<file path="config.mk">
export PLATFORM = sky130hd
export DESIGN_NAME = afk_cordic_lane
export DESIGN_NICKNAME = d
export VERILOG_FILES = /design/src/rtl/core/afk_pkg.sv /design/src/rtl/core/afk_cordic_lane.sv
export SDC_FILE = /design/constraint.sdc
export NUM_CORES = 2
export LEC_CHECK = 0
export ABC_AREA = 1
export BUFFER_PORTS_ARGS = -buffer_cell sky130_fd_sc_hd__buf_4
export CAP_MARGIN = 20
export CORE_AREA = 2 2 297 592
export CTS_BUF_LIST = sky130_fd_sc_hd__clkbuf_16
export DETAILED_ROUTE_END_ITERATION = 16
export DIE_AREA = 0 0 299 594
export PLACE_DENSITY = 0.88
export SLEW_MARGIN = 20
export SYNTH_ARGS = -nofsm -noshare
export SYNTH_HDL_FRONTEND = slang
export SYNTH_SLANG_ARGS = --single-unit
</file>
<file path="constraint.sdc">
create_clock -name clk_i -period 11.85 [get_ports clk_i]
set_clock_uncertainty 0.15 [all_clocks]
set_input_delay 0.5925 -clock clk_i [delete_from_list [all_inputs] [get_ports clk_i]]
set_output_delay 0.5925 -clock clk_i [all_outputs]
set_load 0.1 [all_outputs]
</file>
<file path="src/rtl/core/afk_pkg.sv">
package afk_pkg;

  // Number of entries in the arctangent table
  localparam int TableLen = 24;

  // CORDIC start value: gain K in Q30
  localparam logic signed [32:0] GainQ30 = 33'sd652032874;

  // Width of a CORDIC datapath word (Q30 with headroom)
  localparam int CordicW = 33;

  // Q15 sample width, link length width, field widths
  localparam int Q15W = 16;
  localparam int LenW = 16;
  localparam int InW = 16;
  localparam int OutW = 19;

  // Radius and height accumulators: four 33-bit products
  localparam int AccW = 35;

  // Output saturation limits
  localparam logic signed [OutW-1:0] OutMax = 19'sd262143;
  localparam logic signed [OutW-1:0] OutMin = -19'sd262144;

  // Register indexes on the configuration port
  localparam logic [7:0] RegLink1 = 8'd0;
  localparam logic [7:0] RegLink2 = 8'd1;
  localparam logic [7:0] RegLink3 = 8'd2;
  localparam logic [7:0] RegLink4 = 8'd3;

  // Link length reset values
  localparam logic [LenW-1:0] Link1Rst = 16'd26874;
  localparam logic [LenW-1:0] Link2Rst = 16'd7869;
  localparam logic [LenW-1:0] Link3Rst = 16'd7936;
  localparam logic [LenW-1:0] Link4Rst = 16'd13320;

  // atan(2^-i) as a 32-bit binary angle (2^32 = one turn)
  localparam logic [31:0] AtanTurn [TableLen] = '{
    32'h20000000, 32'h12E4051E, 32'h09FB385B, 32'h051111D4,
    32'h028B0D43, 32'h0145D7E1, 32'h00A2F61E, 32'h00517C55,
    32'h0028BE53, 32'h00145F2F, 32'h000A2F98, 32'h000517CC,
    32'h00028BE6, 32'h000145F3, 32'h0000A2FA, 32'h0000517D,
    32'h000028BE, 32'h0000145F, 32'h00000A30, 32'h00000518,
    32'h0000028C, 32'h00000146, 32'h000000A3, 32'h00000051
  };

endpackage

</file>
<file path="src/rtl/core/afk_cordic_lane.sv">
// Pipelined rotation-mode CORDIC: one binary angle in, cos and sin in Q15 out.
// One stage per register, between the input register and the output register.
module afk_cordic_lane #(
  parameter int ANGLE_BITS = 16,
  parameter int STAGES = 16
) (
  input  logic                                clk_i,
  input  logic                                en_i,
  input  logic [ANGLE_BITS-1:0]               angle_i,
  output logic signed [afk_pkg::Q15W-1:0]     cos_o,
  output logic signed [afk_pkg::Q15W-1:0]     sin_o
);

  localparam int N = (STAGES < afk_pkg::TableLen) ? STAGES : afk_pkg::TableLen;
  localparam int W = afk_pkg::CordicW;
  localparam logic [31:0] Half = 32'd1 << (31 - ANGLE_BITS);

  logic signed [W-1:0]    x_q [N+1];
  logic signed [W-1:0]    y_q [N+1];
  logic [ANGLE_BITS-1:0]  z_q [N+1];
  logic                   flip_q [N+1];

  logic                   flip_in;
  logic signed [W-1:0]    x_fin, y_fin, x_rnd, y_rnd;
  logic signed [afk_pkg::Q15W-1:0] cos_d, sin_d;

  // Saturate to Q15
  function automatic logic signed [afk_pkg::Q15W-1:0] sat_q15(input logic signed [W-1:0] v);
    if (v > $signed(W'(32767))) begin
      sat_q15 = 16'sd32767;
    end else if (v < -$signed(W'(32768))) begin
      sat_q15 = -16'sd32768;
    end else begin
      sat_q15 = v[afk_pkg::Q15W-1:0];
    end
  endfunction

  // Fold the angle into the right half plane
  assign flip_in = angle_i[ANGLE_BITS-1] ^ angle_i[ANGLE_BITS-2];

  always_ff @(posedge clk_i) begin
    if (en_i) begin
      x_q[0]    <= afk_pkg::GainQ30;
      y_q[0]    <= '0;
      z_q[0]    <= flip_in ? {~angle_i[ANGLE_BITS-1], angle_i[ANGLE_BITS-2:0]} : angle_i;
      flip_q[0] <= flip_in;
    end
  end

  // Micro-rotation stages
  for (genvar k = 0; k < N; k++) begin : g_stage
    localparam logic [31:0] StepFull = afk_pkg::AtanTurn[k] + Half;
    localparam logic [ANGLE_BITS-1:0] Step = StepFull[31 -: ANGLE_BITS];

    always_ff @(posedge clk_i) begin
      if (en_i) begin
        flip_q[k+1] <= flip_q[k];
        if (z_q[k][ANGLE_BITS-1]) begin
          x_q[k+1] <= x_q[k] + (y_q[k] >>> k);
          y_q[k+1] <= y_q[k] - (x_q[k] >>> k);
          z_q[k+1] <= z_q[k] + Step;
        end else begin
          x_q[k+1] <= x_q[k] - (y_q[k] >>> k);
          y_q[k+1] <= y_q[k] + (x_q[k] >>> k);
          z_q[k+1] <= z_q[k] - Step;
        end
      end
    end
  end

  // Undo the fold, round and saturate
  assign x_fin = flip_q[N] ? -x_q[N] : x_q[N];
  assign y_fin = flip_q[N] ? -y_q[N] : y_q[N];
  assign x_rnd = (x_fin + W'(16384)) >>> 15;
  assign y_rnd = (y_fin + W'(16384)) >>> 15;
  assign cos_d = sat_q15(x_rnd);
  assign sin_d = sat_q15(y_rnd);

  always_ff @(posedge clk_i) begin
    if (en_i) begin
      cos_o <= cos_d;
      sin_o <= sin_d;
    end
  end

endmodule

</file>
==> results by group, run 1 <==
Outcome
  • Status: aborted with a tool error
  • Stop stage: 5_1_grt
  • Run Error: [ERROR GRT-0116] Global routing finished with congestion. Check the congestion regions in the DRC Viewer.

Place
  • Port bufs: between 40 and 50
  • DP Area: about 0.11 sq mm
  • GP Congestion: 1.25
  • Post-detail-place hpwl: 397000 microns
  • Worst slack, placed: 5.09 ns

Synthesis
  • Seq/Total Area, Yosys: between 30 and 40%
  • Post-synth cell types: roughly 60
  • Count leader, synth: nand2_1
  • Post-synth EDFFs: 1256
  • Syn Nets: roughly 15000
  • Top cells by count, synth: nand2_1, inv_1, a21oi_1, nor2_1, edfxtp_1
  • Synth Warn #: 0
  • Synth top area cells: edfxtp_1, ha_1, xor2_1
  • Mapped Cells: 13574
  • Synthesized cell area: approximately 0.11 sq mm
  • Share of the synthesized area in the top cell type: roughly a third
  • Post-synth top flop: edfxtp_1
  • Yosys top cell by area: edfxtp_1
  • Fraction of registers with async set/reset: 0%
  • Synthesized area per cell: 8.11 sq um
  • Number of synthesized register bits: between 1000 and 1500

Clock network
  • Clk root buf: clkbuf_16
  • Clock Tree Buf Depth: 3
  • Post-CTS sizing: 0
  • CTS Buf Count: ~120
  • H-tree depth: 3
  • CTS Sinks: roughly 1300

GRT
  • Total GRT Usage: about 76%
  • First-pass GRT wire length: just over 1000000 microns
  • Overflow after GRT: roughly 5800
  • Vias in the first global route: roughly 130k
  • Largest net degree at the start of global routing: 83

Die
  • Die Wd: roughly 300 microns
  • # rows: around 220
  • Top-level port count: 50
  • Initial cell density of the core: ~64%
  • Die height: 594 microns
## cells by family after synthesis
group | synth area share, %
simple gates | 18.7
compound gates | 14.2
buf+inv | 6.07
xor+xnor | 13.3
flops | 34.2
fa+ha+maj | 13.5
## through the flow
stage,std cells,hold slack [ns],util [%]
floorplan,13574,0.250,-
global placement,15898,0.250,65.8
detailed placement,15899,0.255,65.8
CTS,16138,0.00156,68.3
## what timing repair did
action	CTS
endpoints found under the hold margin	15
hold buffers	15
buffers inserted	0
## metal layers
| layer | GRT overflow | track usage [%] |
|---|---|---|
| met1 | 39 | 67.1 |
| met2 | 4382 | 105 |
| met3 | 41 | 53.7 |
| met4 | 1347 | 83.1 |
| met5 | 1 | 20.1 |
==> run 2, diff against run 1 <==
CORE_AREA = 2 2 528 530   (was 2 2 297 592)
CTS_BUF_LIST = unset   (was sky130_fd_sc_hd__clkbuf_16)
DIE_AREA = 0 0 530 532   (was 0 0 299 594)
PLACE_DENSITY = unset   (was 0.88)
PLACE_DENSITY_LB_ADDON = 0.15   (was unset)
==> results by group, run 2 <==
Drt
  • Post-DRT Antenna Nets: 0
  • Avg WL per Cell: ~19 microns
  • Drt drc: 0
  • WL final: 335000 microns
  • TritonRoute pass-1 iters: 6
  • Via count: a little over 90000
  • Initial DRC count: 6209
  • Vias/cell: approximately 5.3

Worst hold path
  • Hold Crit Depth: 1
  • Hold crit path type: in2reg

Die
  • Die Wd: 530 microns (was 299 microns)
  • Placeable Area: approximately 0.28 sq mm
  • Die ar.: between 0.2 and 0.3 sq mm
  • Top-level port count: 50 (unchanged)
  • Die height: 532 microns (was 594 microns)
  • Initial cell density of the core: 39.9% (was 63.7%)
  • # rows: 193 (was 216)

Timing
  • Final min period: between 5 and 6 ns
  • Worst slew margin: 32.1%
  • RSZ-0062 raised after global routing: no
  • Final Hold Fails: 0
  • Setup TNS: 0 ns
  • Worst-Margin Slew: roughly 1 ns
  • Endpoints failing setup: 0
  • FMAX: slightly below 200 MHz
  • Tcrit/Tclk final: 43.9%
  • Max Slew Vio Count: 0

Setup path
  • Setup CP Type: in2reg
  • Crit-path slowest cell: a21boi_0
  • CP Depth: 19
  • Required time worst endpoint: 12.29 ns
  • Most used cell, CP: inv_1
  • Worst path max stage delay: ~0.6 ns
  • Crit path cell chain: buf_16, inv_2, nor2_4, buf_4, inv_1, buf_4, nand2_1, xor2_1, inv_1, ha_1, nand2_1, inv_1, a21boi_0, o21ai_0, nand3_1, nand3_1, a21oi_1, o211ai_1, xor2_1
  • Worst EP arrival: 5.64 ns
  • Reg2reg path depth: 20
  • Crit end category: flop
  • Largest delay share family, worst path: buffers and inverters
  • Worst path buffer plus inverter count: 7
  • Crit path max fanout: 93
  • Critical Path Start Type: input pin

Clock network
  • Skew-Pair Late Insertion Delay: 0.86 ns
  • H-tree depth: 4 (was 3)
  • CTS Buf Count: 159 (was 119)
  • Clk slew on worst S/H paths: 0.06 ns
  • CTS tree: yes
  • Post-CTS Repair Setup Buffers: 0 (unchanged)
  • Post-CTS sizing: 0 (unchanged)
  • Hold bufs inserted after CTS: 16 (was 15)
  • CTS Sinks: 1256 (unchanged)
  • Clk root buf: clkbuf_16 (unchanged)
  • Clock Tree Buf Depth: 4 (was 3)

Cells and area
  • Max FFs per register: 496
  • Synthesis-to-finish area growth: 9.55%
  • Top Registers: y_q (496), x_q (470), z_q (241)
  • Ratio of cells with drive above 1 in the final layout: around 3.5%
  • Most common cell after layout, fill and taps aside: nand2_1
  • Final net count: about 15000
  • Register with the most flip-flops: y_q
  • Commonest cells after routing, fill and taps aside: nand2_1, inv_1, a21oi_1

GRT
  • Total GRT Usage: a little under a quarter
  • First-pass GRT wire length: around 520000 microns
  • Vias in the first global route: 90785
  • Initial antenna violation count: 4
  • Overflow after GRT: 0
  • Largest net degree at the start of global routing: between 150 and 200

Flow run
  • Max Cap Viol: 0

Place
  • GP Congestion: 0.933 (was 1.25)
  • Post-detail-place hpwl: 276000 microns (was 397000 microns)
  • Port bufs: 49 (unchanged)

Synthesis
  • Post-synth EDFFs: 1256 (unchanged)
  • Share of the synthesized area in the top cell type: 34.2% (unchanged)
  • Yosys top cell by area: edfxtp_1 (unchanged)
  • Post-synth top flop: edfxtp_1 (unchanged)
  • Synthesized area per cell: 8.11 sq um (unchanged)
  • Count leader, synth: nand2_1 (unchanged)
  • Number of synthesized register bits: 1256 (unchanged)
  • Synth top area cells: edfxtp_1, ha_1, xor2_1 (unchanged)
  • Fraction of registers with async set/reset: 0% (unchanged)
  • Mapped Cells: 13574 (unchanged)
  • Post-synth cell types: 61 (unchanged)
  • Top cells by count, synth: nand2_1, inv_1, a21oi_1, nor2_1, edfxtp_1 (unchanged)
  • Synth Warn #: 0 (unchanged)
  • Synthesized cell area: 0.110 sq mm (unchanged)
  • Seq/Total Area, Yosys: 34.2% (unchanged)
  • Syn Nets: 14755 (unchanged)

Outcome
  • Status: completed (was aborted with a tool error)
## run 2: area by class of cell
class / instances / area [sq um]
antenna: 3 / 7.51
tap: 3705 / 4640
timing repair buffer: 117 / 951
multi-input combinational: 10552 / 65800
clock inverter: 107 / 1210
fill: 28059 / 155000
inverter: 1653 / 6200
clock buffer: 182 / 4110
sequential: 1256 / 37700
## run 2: path summary, 6_finish.rpt
path,start,end,slack (ns)
worst max register to register,y_q[8][8],x_q[9][31],6.76
worst max-delay path,en_i,x_q[7][31],6.65
worst min register to register,z_q[0][9],z_q[1][9],0.24
worst min-delay path,en_i,flip_q[2],0.09
## run 2: worst reg2reg max path: cells and delay by family (launching register included)
kind	cells	cell delay, ns
flip-flops	1	0.54
AND/OR/NAND/NOR	12	2.54
adder cells (fa/ha/maj)	2	0.60
buffers and inverters	1	0.17
XOR/XNOR	2	0.42
AO/OA/AOI/OAI	3	0.48
## run 2: logic make-up (layout without fill, tap and decap cells)
family,count (synthesis),in the layout,synth area share (%)
AOI/OAI and AO/OA,2820,2820,14.2
xor gates and xnor gates,1669,1669,13.3
adders and majority gates,1163,1163,13.5
DFF,1256,1256,34.2
other,0,3,0
buffers and inverters,1766,2059,6.07
and+or+nand+nor,4900,4900,18.7
## run 2: metrics by stage
step | hold slack [ns] | std cells | area (sq um) | util [%] | setup slack [ns]
3_5_place_dp | 0.255 | 17267 | 115000 | 41.8 | 5.79
2_1_floorplan | 0.250 | 13574 | 110000 | - | 7.58
5_1_grt | 0.0689 | 17575 | 121000 | 43.8 | 6.28
4_1_cts | 0.0211 | 17572 | 121000 | 43.8 | 6.73
3_3_place_gp | 0.251 | 17267 | 115000 | 41.8 | 5.81
6_report | 0.0907 | 17575 | 121000 | 43.8 | 6.65
## run 2: layer usage
layer  wire [microns]  GRT usage (%)  vias up
met3            13000           2.06      527
met5                0              0        -
li1                 -              -    46841
met4            13300           8.59        0
met1           148000           29.8    43327
met2           161000           40.6     1916
Power of run 2 is not shown: default switching activity piles up to over one toggle a cycle in this logic, so the estimate is an artifact.
